--- src/design/bjp_pkg.sv ---
// shared constants, types and codes for the block jump pointer table
package bjp_pkg;

  // table geometry
  localparam int MAX_HOLES  = 1024;
  localparam int BLOCK_SIZE = 32;

  // item field width and derived widths
  localparam int FIELD_W   = 11;
  localparam int FIELD_MAX = (1 << FIELD_W) - 1;
  localparam int ADDR_W    = $clog2(MAX_HOLES);
  localparam int POS_W     = $clog2(MAX_HOLES + 1);
  localparam int JUMPS_W   = $clog2(BLOCK_SIZE + 1);
  localparam int STEP_W    = $clog2(MAX_HOLES + 1);
  localparam int V_W       = $clog2(MAX_HOLES + (1 << FIELD_W));
  localparam int CMP_W     = (FIELD_W > POS_W) ? FIELD_W : POS_W;

  // hole_count after reset
  localparam logic [FIELD_W-1:0] HOLE_COUNT_RST = FIELD_W'(1024);

  // command queue between front and back
  localparam int QUEUE_DEPTH = 2;
  localparam int QPTR_W      = $clog2(QUEUE_DEPTH);
  localparam int QCNT_W      = $clog2(QUEUE_DEPTH + 1);

  // request type codes
  localparam logic REQ_SET   = 1'b0;
  localparam logic REQ_QUERY = 1'b1;

  // classified command
  typedef enum logic [1:0] {
    OP_SET   = 2'd0,
    OP_QUERY = 2'd1,
    OP_ECHO  = 2'd2
  } cmd_op_t;

  typedef struct packed {
    cmd_op_t            op;
    logic [FIELD_W-1:0] pos;
    logic [FIELD_W-1:0] str;
  } cmd_t;

  // per-position shortcut inside a block
  typedef struct packed {
    logic [ADDR_W-1:0]  exit_pos;
    logic [JUMPS_W-1:0] jumps;
    logic [POS_W-1:0]   next_pos;
  } shortcut_t;

  localparam int SC_W = $bits(shortcut_t);

  // how a rebuilt entry leaves its block
  typedef enum logic [1:0] {
    SK_EXIT  = 2'd0,
    SK_CHAIN = 2'd1,
    SK_CROSS = 2'd2
  } sc_kind_t;

endpackage

--- src/design/bjp_ifs.sv ---
// valid/ready channel interfaces for request and result items
interface bjp_in_if;
  logic                        valid;
  logic                        ready;
  logic                        req_type;
  logic [bjp_pkg::FIELD_W-1:0] position;
  logic [bjp_pkg::FIELD_W-1:0] strength;

  modport source (output valid, req_type, position, strength, input ready);
  modport sink   (input valid, req_type, position, strength, output ready);
endinterface


--- src/design/bjp_front.sv ---
// front end: accepts request items, range checks and classifies them
module bjp_front (
  input  logic [bjp_pkg::POS_W-1:0] n_eff,
  bjp_in_if.sink                    in_chan,
  output logic                      push_valid,
  input  logic                      push_ready,
  output bjp_pkg::cmd_t             push_cmd
);
  import bjp_pkg::*;

  logic oor;

  // position zero or beyond the active count is out of range
  assign oor = (in_chan.position == '0) ||
               (CMP_W'(in_chan.position) > CMP_W'(n_eff));

  assign in_chan.ready = push_ready;

  // out of range sets are dropped here, everything else goes to the queue
  always_comb begin
    push_cmd.pos = in_chan.position;
    push_cmd.str = (in_chan.strength == '0) ? FIELD_W'(1) : in_chan.strength;
    push_valid   = in_chan.valid;
    unique case (in_chan.req_type)
      REQ_SET: begin
        push_cmd.op = OP_SET;
        if (oor) begin
          push_valid = 1'b0;
        end
      end
      REQ_QUERY: begin
        push_cmd.op = oor ? OP_ECHO : OP_QUERY;
      end
      default: begin
        push_cmd.op = OP_ECHO;
      end
    endcase
  end

endmodule

--- src/flat_wrapper.sv ---
// flat-port wrapper written by rule: the top's interface ports become plain ports
module bjp_front_flat import bjp_pkg::*;
  (n_eff, push_valid, push_ready, push_cmd, in_chan_valid, in_chan_req_type, in_chan_position, in_chan_strength, in_chan_ready);
  bjp_in_if in_chan_i ();
  input  logic [bjp_pkg::POS_W-1:0] n_eff;
  output logic push_valid;
  input  logic push_ready;
  output bjp_pkg::cmd_t push_cmd;
  input wire logic [$bits(in_chan_i.valid)-1:0] in_chan_valid;
  input wire logic [$bits(in_chan_i.req_type)-1:0] in_chan_req_type;
  input wire logic [$bits(in_chan_i.position)-1:0] in_chan_position;
  input wire logic [$bits(in_chan_i.strength)-1:0] in_chan_strength;
  output wire logic [$bits(in_chan_i.ready)-1:0] in_chan_ready;
  assign in_chan_i.valid = in_chan_valid;
  assign in_chan_i.req_type = in_chan_req_type;
  assign in_chan_i.position = in_chan_position;
  assign in_chan_i.strength = in_chan_strength;
  assign in_chan_ready = in_chan_i.ready;
  bjp_front u_core (.n_eff(n_eff), .in_chan(in_chan_i), .push_valid(push_valid), .push_ready(push_ready), .push_cmd(push_cmd));
endmodule
--- config.mk ---
export PLATFORM = sky130hd
export DESIGN_NAME = bjp_front_flat
export DESIGN_NICKNAME = d
export VERILOG_FILES = /design/src/design/bjp_pkg.sv /design/src/design/bjp_ifs.sv /design/src/design/bjp_front.sv /design/src/flat_wrapper.sv
export SDC_FILE = /design/constraint.sdc
export NUM_CORES = 1
export LEC_CHECK = 0
export ABC_AREA = 1
export BUFFER_PORTS_ARGS = -buffer_cell sky130_fd_sc_hd__buf_2
export CORE_MARGIN = 5
export CORE_UTILIZATION = 39
export DETAILED_ROUTE_END_ITERATION = 16
export PLACE_DENSITY = 0.91
export SLEW_MARGIN = 20
export SYNTH_ARGS = -nofsm -noshare
export SYNTH_HDL_FRONTEND = slang
export SYNTH_SLANG_ARGS = --single-unit
--- constraint.sdc ---
create_clock -name vclk -period 1.7
set_clock_uncertainty 0.15 [all_clocks]
set_input_delay 0.085 -clock vclk [all_inputs]
set_output_delay 0.085 -clock vclk [all_outputs]
set_load 0.02 [all_outputs]
==> flow_summary.ini <==
[setup_path]
arrival_ns = 1.29
crit_path_top_delay_cell = ha_1
crit_chain = buf_2, ha_1, nand2_1, inv_2, nand2_2, nor2_4, nand4_2, nand2_2, nand2_2, a21oi_2, buf_2
required_ns = 1.46
crit_top_cell = nand2_2
cp_slowest_stage_delay_ns = 0.29
start_kind = primary input
path_buf_inv = 3
critPathKind = primary input to output pin
path_max_fanout = 3
cpLargestDelayFamily = simple AND/OR/NAND/NOR gates
end_kind = output pin

[global_route]
grt_pass1_vias = 591
grt_max_degree = 4
grt_pass1_wl_um = 2200
grt-ovfl-total = 0
antenna_found_initial = 0
track_usage_pct = 12.9

[yosys]
ys_warn_count = 0
syn-cell-area_um2 = 552
syn-num-nets = 138
syn_avg_cell_area_um2 = 6.06
synthCells = 91
synth_seq_area_share_pct = 0
netlist-cell-type-count = 17

[cells_and_area]
nets = 178
multi_input_area_um2 = 345
syn2layout_area_growth_pct = 34.7
final.fill_count = 131
register_area_um2 = 0
layout-drive-gt1-share_pct = 55.8
nFlopsAndLatches = 0
layout_commonest_cell = buf_2
mostFrequentLayoutCells = buf_2, inv_1, nand2_1, ha_1
antennaDiodeCount = 0
nClkBuffers = 0

[power_and_ir_drop]
vdd_drop_max_uv = 110
power_density_nw_per_um2 = 283
p_leak_uw = 0.000519

[floorplan]
num_io_pins = 62
initial_utilization_pct = 41.9
die-area_um2 = 2270
fp-row-count = 13
coreArea_um2 = 1320
die_w_um = 47.6
die_h_um = 47.6

[drt]
dr_total_vias = 659
wirelength_met1_um = 510
drt-initial-drc-count = 4
wl_per_cell_um = 10.4
drcViolationCount = 0
highest_layer = met3
route.met2.wl_um = 771
drt_first_pass_iters = 2
wl_met3_um = 212
viasPerCell = 4.58
ant_nets = 0
wirelength_um = 1490

[timing]
setup_tns_ns = 0
max_freq_mhz = 656
tightestPinTransition_ns = 0.392
whs_ns = 0.0202
setup_violations = 0
min_period_ns = 1.52
relSlewSlack_pct = 73.6
final-max-slew-violation-count = 0
grt_setup_unrepaired = false
finalHoldViolations = 0
fin_crit_sh_pct = 89.7

[place]
place_congestion = 0.718
port_buffers = 60
hpwl_um = 1430

[run]
maxCapViolations = 0

[cts]
cts_resized = 0
cts_setup_buffers = 0
cts_hold_buf = 0

[outcome]
status = complete, no violations

[hold_path]
min_path_type = primary input to output pin
stage by stage:
stage	total power [uW]	util (%)	area, um^2	setup WS (ns)	instances
3_3_place_gp	207	56.4	743	0.205	144
3_5_place_dp	213	56.4	743	0.161	144
6_report	211	56.4	743	0.175	144
4_1_cts	214	56.4	743	0.158	144
5_1_grt	237	56.4	743	0.0502	144
2_1_floorplan	150	-	552	0.292	91
layout make-up:
class | count | share of cell area [%]
multi-input cells | 48 | 46.5
repair buffers | 60 | 40.4
inverters | 21 | 10.6
well taps | 15 | 2.53
cell usage after synthesis (all sizes together):
library cell	n	area (um^2)
nand4	1	12.5
buf	12	90.1
clkbuf	10	37.5
ha	11	138
nor4	4	25.0
nand3b	1	7.51
nand3	2	20.0
nor2	3	18.8
inv	21	78.8
a21oi	5	28.8
a31o	1	8.76
nand2	19	81.3
nor3	1	5.00
metal layers:
metal  up-vias  GRT usage (%)
met2        43           27.0
met3         0           1.50
met5         -              0
met4         0              0
met1       274           14.3
li1        342              -
logic make-up after synthesis:
family / share of synthesized area [%]
AO/OA/AOI/OAI: 6.80
AND/OR/NAND/NOR: 30.8
adder cells (fa/ha/maj): 24.9
buffers and inverters: 37.4
final timing paths:
| check | from | to | slack (ns) | cells after the start |
|---|---|---|---|---|
| min | push_ready | in_chan_ready | 0.02 | 0 |
| max | in_chan_position[10] | push_valid | 0.18 | 11 |
power by group:
group,switching [uW],total (uW),leakage [uW],internal (uW)
registers,0,0,0,0
clock network,0,0,0,0
logic,124,211,0.000519,86.8
total,124,211,0.000519,86.8
No activity file was read; power rests on OpenSTA's default activity.
