==> config.mk <==
export PLATFORM = sky130hd
export DESIGN_NAME = bjp_queue
export DESIGN_NICKNAME = d
export VERILOG_FILES = /design/src/design/bjp_pkg.sv /design/src/design/bjp_queue.sv
export SDC_FILE = /design/constraint.sdc
export NUM_CORES = 1
export LEC_CHECK = 0
export CORE_ASPECT_RATIO = 1.5
export CORE_MARGIN = 2
export CORE_UTILIZATION = 30
export DETAILED_ROUTE_END_ITERATION = 12
export DONT_BUFFER_PORTS = 1
export SYNTH_ARGS = -nofsm -noshare
export SYNTH_HDL_FRONTEND = slang
export SYNTH_SLANG_ARGS = --single-unit
==> constraint.sdc <==
create_clock -name clk -period 1.85 [get_ports clk]
set_input_delay 0 -clock clk [delete_from_list [all_inputs] [get_ports clk]]
set_output_delay 0 -clock clk [all_outputs]
set_load 0.02 [all_outputs]
==> src/design/bjp_pkg.sv <==
// shared constants, types and codes for the block jump pointer table
package bjp_pkg;

  // table geometry
  localparam int MAX_HOLES  = 1024;
  localparam int BLOCK_SIZE = 32;

  // item field width and derived widths
  localparam int FIELD_W   = 11;
  localparam int FIELD_MAX = (1 << FIELD_W) - 1;
  localparam int ADDR_W    = $clog2(MAX_HOLES);
  localparam int POS_W     = $clog2(MAX_HOLES + 1);
  localparam int JUMPS_W   = $clog2(BLOCK_SIZE + 1);
  localparam int STEP_W    = $clog2(MAX_HOLES + 1);
  localparam int V_W       = $clog2(MAX_HOLES + (1 << FIELD_W));
  localparam int CMP_W     = (FIELD_W > POS_W) ? FIELD_W : POS_W;

  // hole_count after reset
  localparam logic [FIELD_W-1:0] HOLE_COUNT_RST = FIELD_W'(1024);

  // command queue between front and back
  localparam int QUEUE_DEPTH = 2;
  localparam int QPTR_W      = $clog2(QUEUE_DEPTH);
  localparam int QCNT_W      = $clog2(QUEUE_DEPTH + 1);

  // request type codes
  localparam logic REQ_SET   = 1'b0;
  localparam logic REQ_QUERY = 1'b1;

  // classified command
  typedef enum logic [1:0] {
    OP_SET   = 2'd0,
    OP_QUERY = 2'd1,
    OP_ECHO  = 2'd2
  } cmd_op_t;

  typedef struct packed {
    cmd_op_t            op;
    logic [FIELD_W-1:0] pos;
    logic [FIELD_W-1:0] str;
  } cmd_t;

  // per-position shortcut inside a block
  typedef struct packed {
    logic [ADDR_W-1:0]  exit_pos;
    logic [JUMPS_W-1:0] jumps;
    logic [POS_W-1:0]   next_pos;
  } shortcut_t;

  localparam int SC_W = $bits(shortcut_t);

  // how a rebuilt entry leaves its block
  typedef enum logic [1:0] {
    SK_EXIT  = 2'd0,
    SK_CHAIN = 2'd1,
    SK_CROSS = 2'd2
  } sc_kind_t;

endpackage

==> src/design/bjp_queue.sv <==
// short command queue between front end and back end
module bjp_queue (
  input  logic          clk,
  input  logic          rst_n,
  input  logic          push_valid,
  output logic          push_ready,
  input  bjp_pkg::cmd_t push_cmd,
  output logic          pop_valid,
  input  logic          pop_ready,
  output bjp_pkg::cmd_t pop_cmd
);
  import bjp_pkg::*;

  cmd_t              entries_r [QUEUE_DEPTH];
  logic [QPTR_W-1:0] wr_ptr_r;
  logic [QPTR_W-1:0] rd_ptr_r;
  logic [QCNT_W-1:0] count_r;
  logic [QCNT_W-1:0] count_nxt;
  logic              do_push;
  logic              do_pop;

  assign push_ready = (count_r != QCNT_W'(QUEUE_DEPTH));
  assign pop_valid  = (count_r != '0);
  assign pop_cmd    = entries_r[rd_ptr_r];
  assign do_push    = push_valid && push_ready;
  assign do_pop     = pop_valid && pop_ready;

  // occupancy
  always_comb begin
    count_nxt = count_r;
    if (do_push && !do_pop) begin
      count_nxt = count_r + 1'b1;
    end else if (!do_push && do_pop) begin
      count_nxt = count_r - 1'b1;
    end
  end

  // pointers and count
  always_ff @(posedge clk) begin
    if (!rst_n) begin
      wr_ptr_r <= '0;
      rd_ptr_r <= '0;
      count_r  <= '0;
    end else begin
      count_r <= count_nxt;
      if (do_push) begin
        wr_ptr_r <= wr_ptr_r + 1'b1;
      end
      if (do_pop) begin
        rd_ptr_r <= rd_ptr_r + 1'b1;
      end
    end
  end

  // entry storage
  always_ff @(posedge clk) begin
    if (do_push) begin
      entries_r[wr_ptr_r] <= push_cmd;
    end
  end

`ifndef SYNTHESIS
  a_count_bound: assert property (@(posedge clk) disable iff (!rst_n)
    count_r <= QCNT_W'(QUEUE_DEPTH))
    else $error("queue count beyond depth");
`endif

endmodule

==> impl_results.md, run 1 <==
- Layout cells sized above 1: 28.9%
- Commonest cells after routing, fill and taps aside: edfxtp_1, dlygate4sd3_1, mux2_2
- CP Launch Point: count_r[0]
- Portion of total power attributed to combinational logic: 29.2%
- Register-to-register setup slack: 0.14 ns
- XOR/XNOR Fraction of Synth Area: 1.33%
- # hold bufs at CTS: 26
- RR Startpoint: count_r[0]
- Pin count of the biggest net entering global routing: 19
- Clock group share of total power: 19.9%
- PwrDens: 1270 nW/µm²
- Antenna Nets Post-Route: 0
- Synthesized-area fraction occupied by and/or/nand/nor cells: around 3.3%
- Diodes inserted: 0
- Cell Rows: 36
- Drt drc: 0
- CTS Sinks: 53
- Pins Over Slew Limit: 0
- Hold Violations, Final: 0
- Initial antenna violation count: 0
- GP Congestion: 0.621
- Global Route Usage Sum: 9.60%
- Die area: 7240 µm²
- Worst slew margin: roughly 77%
- CP Data Arrival Time: a little under 2 ns
- Sequential fraction of the synthesis area: a little under 80%
- Crit start category: flop
- Clk slew on worst S/H paths: 0.09 ns
- Top achievable clock speed: 0.585 GHz
- Final Cycle Share: 92.4%
- H-tree Lvls: 2
- Sum Neg Setup Slack: 0 ns
- First-pass GRT wire length: roughly 5.1 mm
- Vias per inst: around 4.6
- Final clock skew: 0.00600 ns
- CTS tree: yes
- CTS resizes: 0
- Psw: 977 µW
- Unrepaired setup endpoints after global routing: no
- Vias: 972
- Final setup viols: 0
- P_int: 2.14 mW
- Worst r2r path cells: 5
- #FFs+latches synth: 53
- Die Y: 103 µm
- Netlist cell types: 19
- DP Worst Slack: roughly 0.20 ns
- Hold Crit Start: pop_ready
- Syn-to-layout area delta: 24.2%
- Fill cell count: roughly 600
- Crit. End Element: flop
- Peak supply drop: 0.000644 V
- Hold Crit Depth: 3
- Synth Area in Compound Gates: under 10%
- Synthesized area: 1970 µm²
- LEAKAGE: 0.824 nW
- HP Class: in -> reg
- Grt total ovfl: 0
- Sequential share of power: 50.9%
- Final Power: between 3 and 4 mW
- Initial core utilization: a little under a third
- MaxCap Viol Count: 0
- Die W: 70.2 µm
- # IOs: 54
- Syn avg cell area: 19.9 µm²
- Crit path kind: reg -> reg
- Slew @ Worst Pin: 0.346 ns
- Clock Tree Buf Depth: 2
- Tmin final: 1.71 ns
- Syn. warnings: 0
- Placement Cell Area: 2100 µm²
- Post-DP HPWL: 2.26 mm
- Outcome: complete, no violations
- CTS root buf: clkbuf_8
- Vias in the first global route: roughly 1000
- Crit path max fanout: 5
- Final core occ: 38.0%
- Final WS setup: 0.140 ns
- Post-DR wirelength/cell: 16.1 µm
- Layout Nets: 163
- Postcts setup bufs: 0
- Cts bufs inserted: 5
- Worst-Skew Late Latency: 0.29 ns
- Final instance area: about 2400 µm²
- Cells after Synth: 99
- PortBufs: 0
- TritonRoute pass-1 iters: 4
- Final wirelength: 3.41 mm
- Post-synthesis mux area share: 13.7%
- Synth Area in Adders: 0.635%
- Most common cell after layout, fill and taps aside: edfxtp_1
- Largest family of logic cells by synthesized area: multiplexers
- CP required: 2.08 ns
- Core Footprint: 6440 µm²
- Switching Share: 31.4%
- Synth Net Count: 128
- Drt first-iter violations: 16
[state kept, by name, indices dropped and copies added, names as in the netlist, named ones only]
signal	flops
entries_r	48
count_r	2
rd_ptr_r	1
wr_ptr_r	1
[power by group through the flow]
stage	clock [mW]	combinational, mW	sequential, mW
after floorplan	0	0.727	1.57
after global placement	0	0.833	1.60
after detailed placement	0	0.862	1.62
after CTS	0.652	0.920	1.59
after global routing	0.698	0.966	1.60
final	0.621	0.908	1.59
[worst paths after layout]
path,to
min,rd_ptr_r
max reg2reg,count_r[1]
min reg2reg,count_r[1]
max,count_r[1]
[cells by family (layout without fill, tap and decap cells)]
family | Yosys count | count (layout)
buf+inv | 4 | 40
fa+ha+maj | 1 | 1
compound gates | 5 | 5
mux | 24 | 24
simple gates | 9 | 9
flops | 53 | 53
xor+xnor | 3 | 3
[layout make-up]
| cell class | instances | area (µm²) | area share, % |
|---|---|---|---|
| Sequential cell | 53 | 1540 | 63.0 |
| Inverter | 1 | 3.75 | 0.153 |
| Timing Repair Buffer | 31 | 310 | 12.7 |
| Clock buffer | 6 | 72.6 | 2.97 |
| Tap cell | 76 | 95.1 | 3.89 |
| Clock inverter | 2 | 13.8 | 0.563 |
| Multi-Input combinational cell | 42 | 409 | 16.7 |
[per-stage QoR]
| step | cells | hold slack [ns] |
|---|---|---|
| after CTS | 211 | 0.0937 |
| after global placement | 177 | 0.0990 |
| after floorplan | 99 | 0.0989 |
| after global routing | 211 | 0.152 |
| final | 211 | 0.0973 |
| after detailed placement | 177 | 0.0990 |
[worst max-delay path, cell delays in order (launching register included)]
cell      delay [ns]
dfxtp_1         0.37
nand2b_4        0.21
and2_1          0.20
ha_1            0.34
or3_1           0.36
a21boi_1        0.16
[synth_stat cells (all sizes together)]
master  instances  area share [%]
nand3b          1            0.38
buf             3            0.76
mux2           24              14
dfxtp           5             5.1
or3             1            0.32
and3            1            0.32
or2             1            0.32
o21ai           2            0.51
edfxtp         48              73
a21boi          2            0.76
xnor2           2            0.89
xor2            1            0.44
ha              1            0.64
a21bo           1            0.51
nand2b          1            0.70
and2            4             1.3
inv             1            0.19
[layer usage]
layer  track usage [%]  routed length, µm  share of wire (%)
met5                 0                  0                  0
met3              2.71                152                4.5
met1              9.58               1190                 35
met4              5.33                 78                2.3
met2              17.9               1980                 58
(Power assumes the default switching activity.)
==> run 2: changes to the inputs <==
--- a/config.mk
+++ b/config.mk
@@ -5,6 +5,7 @@
 export SDC_FILE = /design/constraint.sdc
 export NUM_CORES = 1
 export LEC_CHECK = 0
+export ABC_AREA = 1
 export CORE_ASPECT_RATIO = 1.5
 export CORE_MARGIN = 2
 export CORE_UTILIZATION = 30
==> impl_results.md, run 2 <==
- H-tree Lvls: 2 (unchanged)
- Hold Crit Endpoint: rd_ptr_r
- Synthesized area: 2080 µm² (+5.7%)
- Pins Over Slew Limit: 0 (unchanged)
- CP Launch Point: count_r[0]
- Commonest cells after routing, fill and taps aside: edfxtp_1, dlygate4sd3_1, mux2_4
- Final instance area: 2550 µm² (+4.1%)
- Multi-input logic area: 463 µm² (+13%)
- Grt total ovfl: 0 (unchanged)
- Die W: 72 µm (+2.6%)
- LEAKAGE: 0.915 nW (+11%)
- Synth top area share: 69.3% (-3.9 points)
- FF-to-FF End: count_r[1]
- TritonRoute pass-1 iters: 3 (-1)
- Vias: 982 (+1.0%)
- Vias per inst: 4.38 (-4.8%)
- CTS tree: yes
- Final clock skew: 0.00744 ns (+0.00144 ns)
- First-pass GRT wire length: 5.12 mm (+0.25%)
- Tmin final: 1.56 ns (-0.153 ns)
- Clk slew on worst S/H paths: 0.10 ns (about the same)
- Largest regs: entries_r (48), count_r (2)
- Worst slew margin: 83.9% (+7.0 points)
- Netlist cell types: 17 (-2)
- Unrepaired setup endpoints after global routing: no
- Placement Cell Area: 2190 µm² (+4.4%)
- Pin count of the biggest net entering global routing: 23 (+4)
- Crit start category: flop
- MaxCap Viol Count: 0 (unchanged)
- Initial antenna violation count: 0 (unchanged)
- Fin cells: 224 (+6.2%)
- RR Startpoint: count_r[0]
- #FFs+latches synth: 53 (unchanged)
- Drt drc: 0 (unchanged)
- Worst Hold Slack: 0.0140 ns (-0.0834 ns)
- Cells after Synth: 112 (+13%)
- CTS Sinks: 53 (unchanged)
- Peak supply drop: 0.000648 V (+0.69%)
- Crit path kind: reg -> reg
- Final Cycle Share: 84.2% (-8.3 points)
- Most frequent cell after synthesis: edfxtp_1
- GP Congestion: 0.787 (+27%)
- Top achievable clock speed: 0.642 GHz (+9.8%)
- PwrDens: 1260 nW/µm² (-1.3%)
- Vias in the first global route: 1067 (+2.1%)
- Hold Violations, Final: 0 (unchanged)
- Predominant post-synthesis flop cell: edfxtp_1
- CP required: 2.10 ns (+0.02 ns)
- # IOs: 54 (unchanged)
- Post-DP HPWL: 2.29 mm (+1.6%)
- Synth area leaders: edfxtp_1, mux2_4, dfxtp_1
- Core Footprint: 6810 µm² (+5.7%)
- Post-synth top cells: edfxtp_1, mux2_4, nand2_1, nor2_1, inv_1
- Most flop-heavy register: entries_r
- Crit path max fanout: 5 (unchanged)
- Drt first-iter violations: 51 (+35)
- Crit. End Element: flop
- Worst r2r path cells: 10 (+5)
- Slew @ Worst Pin: 0.241 ns (-0.104 ns)
- Area leader, netlist: edfxtp_1
- Cts bufs inserted: 5 (unchanged)
- Postcts setup bufs: 0 (unchanged)
- DP Cell Count: 190 (+7.3%)
- Clock Tree Buf Depth: 2 (unchanged)
- Syn. warnings: 0 (unchanged)
- EDFF count, synth: 48 (unchanged)
- Sequential fraction of the synthesis area: 74.1% (-4.2 points)
- FFs w/ async S/R, synth: 0% (unchanged)
- Final Power: 3.20 mW (+2.7%)
- Layout cells sized above 1: 26.7% (-2.2 points)
- Fill cell count: 630 (+5.7%)
- Worst-Skew Late Latency: 0.30 ns (about the same)
- Cell Rows: 37 (+2.8%)
- Hold Crit Start: pop_ready
- Layout Nets: 174 (+6.7%)
- Hold Crit Depth: 3 (unchanged)
- CP Data Arrival Time: 1.81 ns (-0.13 ns)
- Initial core utilization: 30.6% (about the same)
- Final wirelength: 3.32 mm (-2.4%)
- Global Route Usage Sum: 9.10% (-0.50 points)
- Max reg flops: 48 (unchanged)
- PortBufs: 0 (unchanged)
- Syn avg cell area: 18.6 µm² (-6.6%)
- Die area: 7630 µm² (+5.4%)
- Register area: 1540 µm² (unchanged)
- Synth Net Count: 141 (+10%)
- CTS root buf: clkbuf_8
- Post-DR wirelength/cell: 14.8 µm (-8.1%)
- Antenna Nets Post-Route: 0 (unchanged)
- Diodes inserted: 0 (unchanged)
- HP Class: in -> reg
- Die Y: 106 µm (+2.7%)
- Outcome: complete, no violations
- Register-to-register setup slack: 0.29 ns (+0.15 ns)
- Final setup viols: 0 (unchanged)
- Most common cell after layout, fill and taps aside: edfxtp_1
- Syn-to-layout area delta: 22.4%
[run 2: cell count changes in the layout (fill, tap and decap cells not counted), sizes merged, moves of 2 or more]
cell and delta:
xnor2 -2, nor2 +8, inv +7, nand2 +9, a21boi -2, and2 -4, buf -2
[run 2: logic make-up (layout without fill, tap and decap cells)]
group                    count (synthesis)  after routing  synth area share, %
AO/OA/AOI/OAI                            4              4                 1.08
adder cells (fa/ha/maj)                  1              1                0.601
buffers and inverters                   11             45                 3.91
flip-flops                              53             53                 74.1
multiplexers                            24             24                 16.6
AND/OR/NAND/NOR                         19             19                 3.73
[run 2: report_power, final]
group	switching [mW]	leakage (nW)	internal, mW	total, mW
Sequential	0.0673	0.489	1.51	1.58
Combinational	0.569	0.381	0.396	0.965
Clock	0.380	0.0447	0.273	0.654
Total	1.02	0.915	2.18	3.20
[run 2: per-layer routing]
layer	track usage [%]	routed length, µm	vias up
li1	-	-	472
met1	8.01	1140	463
met2	17.3	1830	42
met3	3.98	301	5
met4	3.64	51	0
met5	0	0	-
[run 2: how the worst max path moves through the flow]
stage	depth (start not counted)	slack [ns]	end
final	10	0.29	count_r[1]
after global routing	10	0.16	count_r[1]
after CTS	10	0.28	count_r[1]
after detailed placement	10	0.31	count_r[1]
after global placement	10	0.40	count_r[1]
after floorplan	4	-0.27	entries_r[1][0]
[run 2: metrics by stage]
step / utilization [%] / setup TNS, ns / worst slack [ns]
after floorplan: - / -13.09 / -0.273
after detailed placement: 32.2 / 0 / 0.309
after global routing: 37.4 / 0 / 0.156
final: 37.4 / 0 / 0.293
after global placement: 32.2 / 0 / 0.395
after CTS: 37.4 / 0 / 0.285
[run 2: final cells by class]
class / instances / share of cell area, %
clock buffers: 5 / 2.70
clock inverters: 3 / 0.983
inverters: 8 / 1.18
multi-input cells: 48 / 18.2
flip-flops and latches: 53 / 60.5
well taps: 78 / 3.83
repair buffers: 29 / 12.6
[run 2: what timing repair did]
| action | in CTS | in global routing |
|---|---|---|
| hold buffers | 26 | 0 |
| hold endpoints to repair | 53 | 0 |
| resized for setup | 0 | 0 |
[run 2: worst max-delay path, cell delays in order, from the launching register on]
cell and delay (ns):
dfxtp_1 0.34, inv_2 0.09, nand2_1 0.17, nand2_2 0.16, inv_1 0.07, ha_1 0.32, inv_1 0.08, nand3_1 0.08
nand2_1 0.06, inv_1 0.03, nor2_1 0.10
==> run 3: changes to the inputs <==
==> constraint.sdc (replaced) <==
create_clock -name clk -period 1.6 [get_ports clk]
set_input_delay 0 -clock clk [delete_from_list [all_inputs] [get_ports clk]]
set_output_delay 0 -clock clk [all_outputs]
set_load 0.02 [all_outputs]
==> impl_results.md, run 3 (synthesis results as in run 2) <==
- Drt drc: 0 (unchanged)
- Fin cells: 227 (+1.3%)
- Tmin final: 1.50 ns (-0.0606 ns)
- Vias: 1036 (+5.5%)
- Layout cells sized above 1: 28.2% (+1.5 points)
- Clk slew on worst S/H paths: 0.09 ns (about the same)
- Grt total ovfl: 0 (unchanged)
- Hold Crit Endpoint: rd_ptr_r
- Worst-Skew Late Latency: 0.30 ns (about the same)
- Drt first-iter violations: 25 (-51%)
- H-tree Lvls: 2 (unchanged)
- Register-to-register setup slack: 0.10 ns (-0.19 ns)
- Vias in the first global route: 1151 (+7.9%)
- Most flop-heavy register: entries_r
- Vias per inst: 4.56 (+4.1%)
- CP required: 1.84 ns (-0.26 ns)
- Outcome: complete, no violations
- Hold Crit Depth: 3 (unchanged)
- Crit path kind: reg -> reg
- Top achievable clock speed: 0.668 GHz (+4.0%)
- Worst slew margin: 80.1% (-3.8 points)
- Peak supply drop: 0.000897 V (+38%)
- # IOs: 54 (unchanged)
- Layout Nets: 177 (+1.7%)
- Slowest-stage cell, CP: dfxtp_1
- Met1 Track Usage GR: 8.97% (+0.96 points)
- Gr busiest metal: met2
- Crit path max fanout: 4 (-1)
- CP Data Arrival Time: 1.73 ns (-0.08 ns)
- Post-DR wirelength/cell: 16.2 µm (+9.0%)
- Initial antenna violation count: 0 (unchanged)
- Cell Rows: 37 (unchanged)
- Core Footprint: 6810 µm² (unchanged)
- Syn-to-layout area delta: 22.5%
- PwrDens: 1460 nW/µm² (+16%)
- Slew @ Worst Pin: 0.299 ns (+0.0578 ns)
- Hold Violations, Final: 0 (unchanged)
- Die area: 7630 µm² (unchanged)
- PortBufs: 0 (unchanged)
- Commonest cells after routing, fill and taps aside: edfxtp_1, dlygate4sd3_1, mux2_4
- CTS Sinks: 53 (unchanged)
- Final wirelength: 3.67 mm (+10%)
- Final core occ: 37.5% (+0.055 points)
- Initial core utilization: 30.6% (unchanged)
- TritonRoute pass-1 iters: 4 (+1)
- Die Y: 106 µm (unchanged)
- Clock Tree Buf Depth: 2 (unchanged)
- Pins Over Slew Limit: 0 (unchanged)
- Diodes inserted: 0 (unchanged)
- Crit path depth: 8 (-2)
- CTS root buf: clkbuf_8
- Die W: 72 µm (unchanged)
- Most common cell after layout, fill and taps aside: edfxtp_1
- Pin count of the biggest net entering global routing: 25 (+8.7%)
- Antenna Nets Post-Route: 0 (unchanged)
- Cts bufs inserted: 5 (unchanged)
- Grt met3 use: 3.60% (-0.38 points)
- Largest regs: entries_r (48), count_r (2)
- RR Startpoint: count_r[1]
- Hold Crit Start: pop_ready
- Crit. End Element: flop
- Buf+Inv Stages, Crit Path: 3 (-1)
- Cell family contributing the most delay on the critical path: flip-flops
- Max incr delay on CP: 0.43 ns (+0.09 ns)
- First-pass GRT wire length: 5.58 mm (+9.0%)
- Worst r2r path cells: 8 (-2)
- Most frequent CP cell: inv_1
- LEAKAGE: 0.927 nW (+1.3%)
- Sum Neg Setup Slack: 0 ns (unchanged)
- Worst Hold Slack: 0.0542 ns (+0.0402 ns)
- HP Class: in -> reg
- DP Cell Count: 192 (+1.1%)
- Max reg flops: 48 (unchanged)
- FF-to-FF End: count_r[1]
- Crit-path cells: o21a_1, inv_1, ha_1, inv_1, nand3_1, nand2_1, inv_1, nor2_1
- GP Congestion: 0.690 (-12%)
- Post-DP HPWL: 2.61 mm (+14%)
- Final Cycle Share: 93.6% (+9.4 points)
- MaxCap Viol Count: 0 (unchanged)
- Crit start category: flop
- Final setup viols: 0 (unchanged)
- Unrepaired setup endpoints after global routing: no
- Final clock skew: 0.0111 ns (+0.00370 ns)
- Final Power: 3.73 mW (+16%)
- CTS tree: yes
- Global Route Usage Sum: 9.94% (+0.84 points)
- Grt met2 use: 18.5% (+1.2 points)
[run 3: cell count changes in the layout (fill, tap and decap cells not counted)]
| cell | change |
|---|---|
| inv_6 | -1 |
| buf_4 | +4 |
| clkinvlp_4 | -1 |
| dfxtp_1 | -1 |
| buf_12 | -1 |
| clkinv_2 | +1 |
| clkinv_1 | +1 |
| dfxtp_2 | +1 |
[run 3: metrics by stage]
step                worst slack, ns  instance area (µm²)
floorplan                    -0.144                 2090
global placement              0.337                 2200
CTS                          0.0880                 2530
finish                        0.103                 2550
global route                 0.0351                 2550
detailed placement            0.113                 2200
[run 3: worst max-delay path by stage]
stage / startpoint / endpoint / slack [ns]
finish: count_r[1] / count_r[1] / 0.10
global route: count_r[0] / count_r[1] / 0.04
detailed placement: count_r[0] / count_r[1] / 0.11
CTS: count_r[0] / count_r[1] / 0.09
floorplan: count_r[0] / entries_r[0][0] / -0.14
global placement: count_r[0] / count_r[1] / 0.34
[run 3: report_power, final]
| part | switching, mW | total (mW) | internal [mW] |
|---|---|---|---|
| Clock | 0.407 | 0.710 | 0.303 |
| Sequential | 0.108 | 1.86 | 1.75 |
| Combinational | 0.682 | 1.15 | 0.472 |
| Total | 1.20 | 3.73 | 2.53 |
[run 3: routing by layer]
metal | up-vias | part of all wire, %
li1 | 478 | -
met1 | 503 | 32
met2 | 43 | 58
met3 | 12 | 6.0
met4 | 0 | 3.5
met5 | - | 0
[run 3: final cells by class]
class	instances	area (µm²)
tap	78	97.6
timing repair buffer	32	330
fill	627	4260
multi-input combinational	48	463
sequential	53	1540
clock buffer	5	68.8
inverter	8	30.0
clock inverter	3	17.5
[run 3: repair_timing]
item,4_1_cts,5_1_grt
hold buffers,25,1
setup buffers,0,1
resized for setup,0,0
endpoints found under the setup margin,0,1
hold endpoints to repair,53,1
[run 3: tightest hold or removal path: cells and delay by family]
kind	cells	cell delay (ns)
simple gates	2	0.16
compound gates	1	0.16
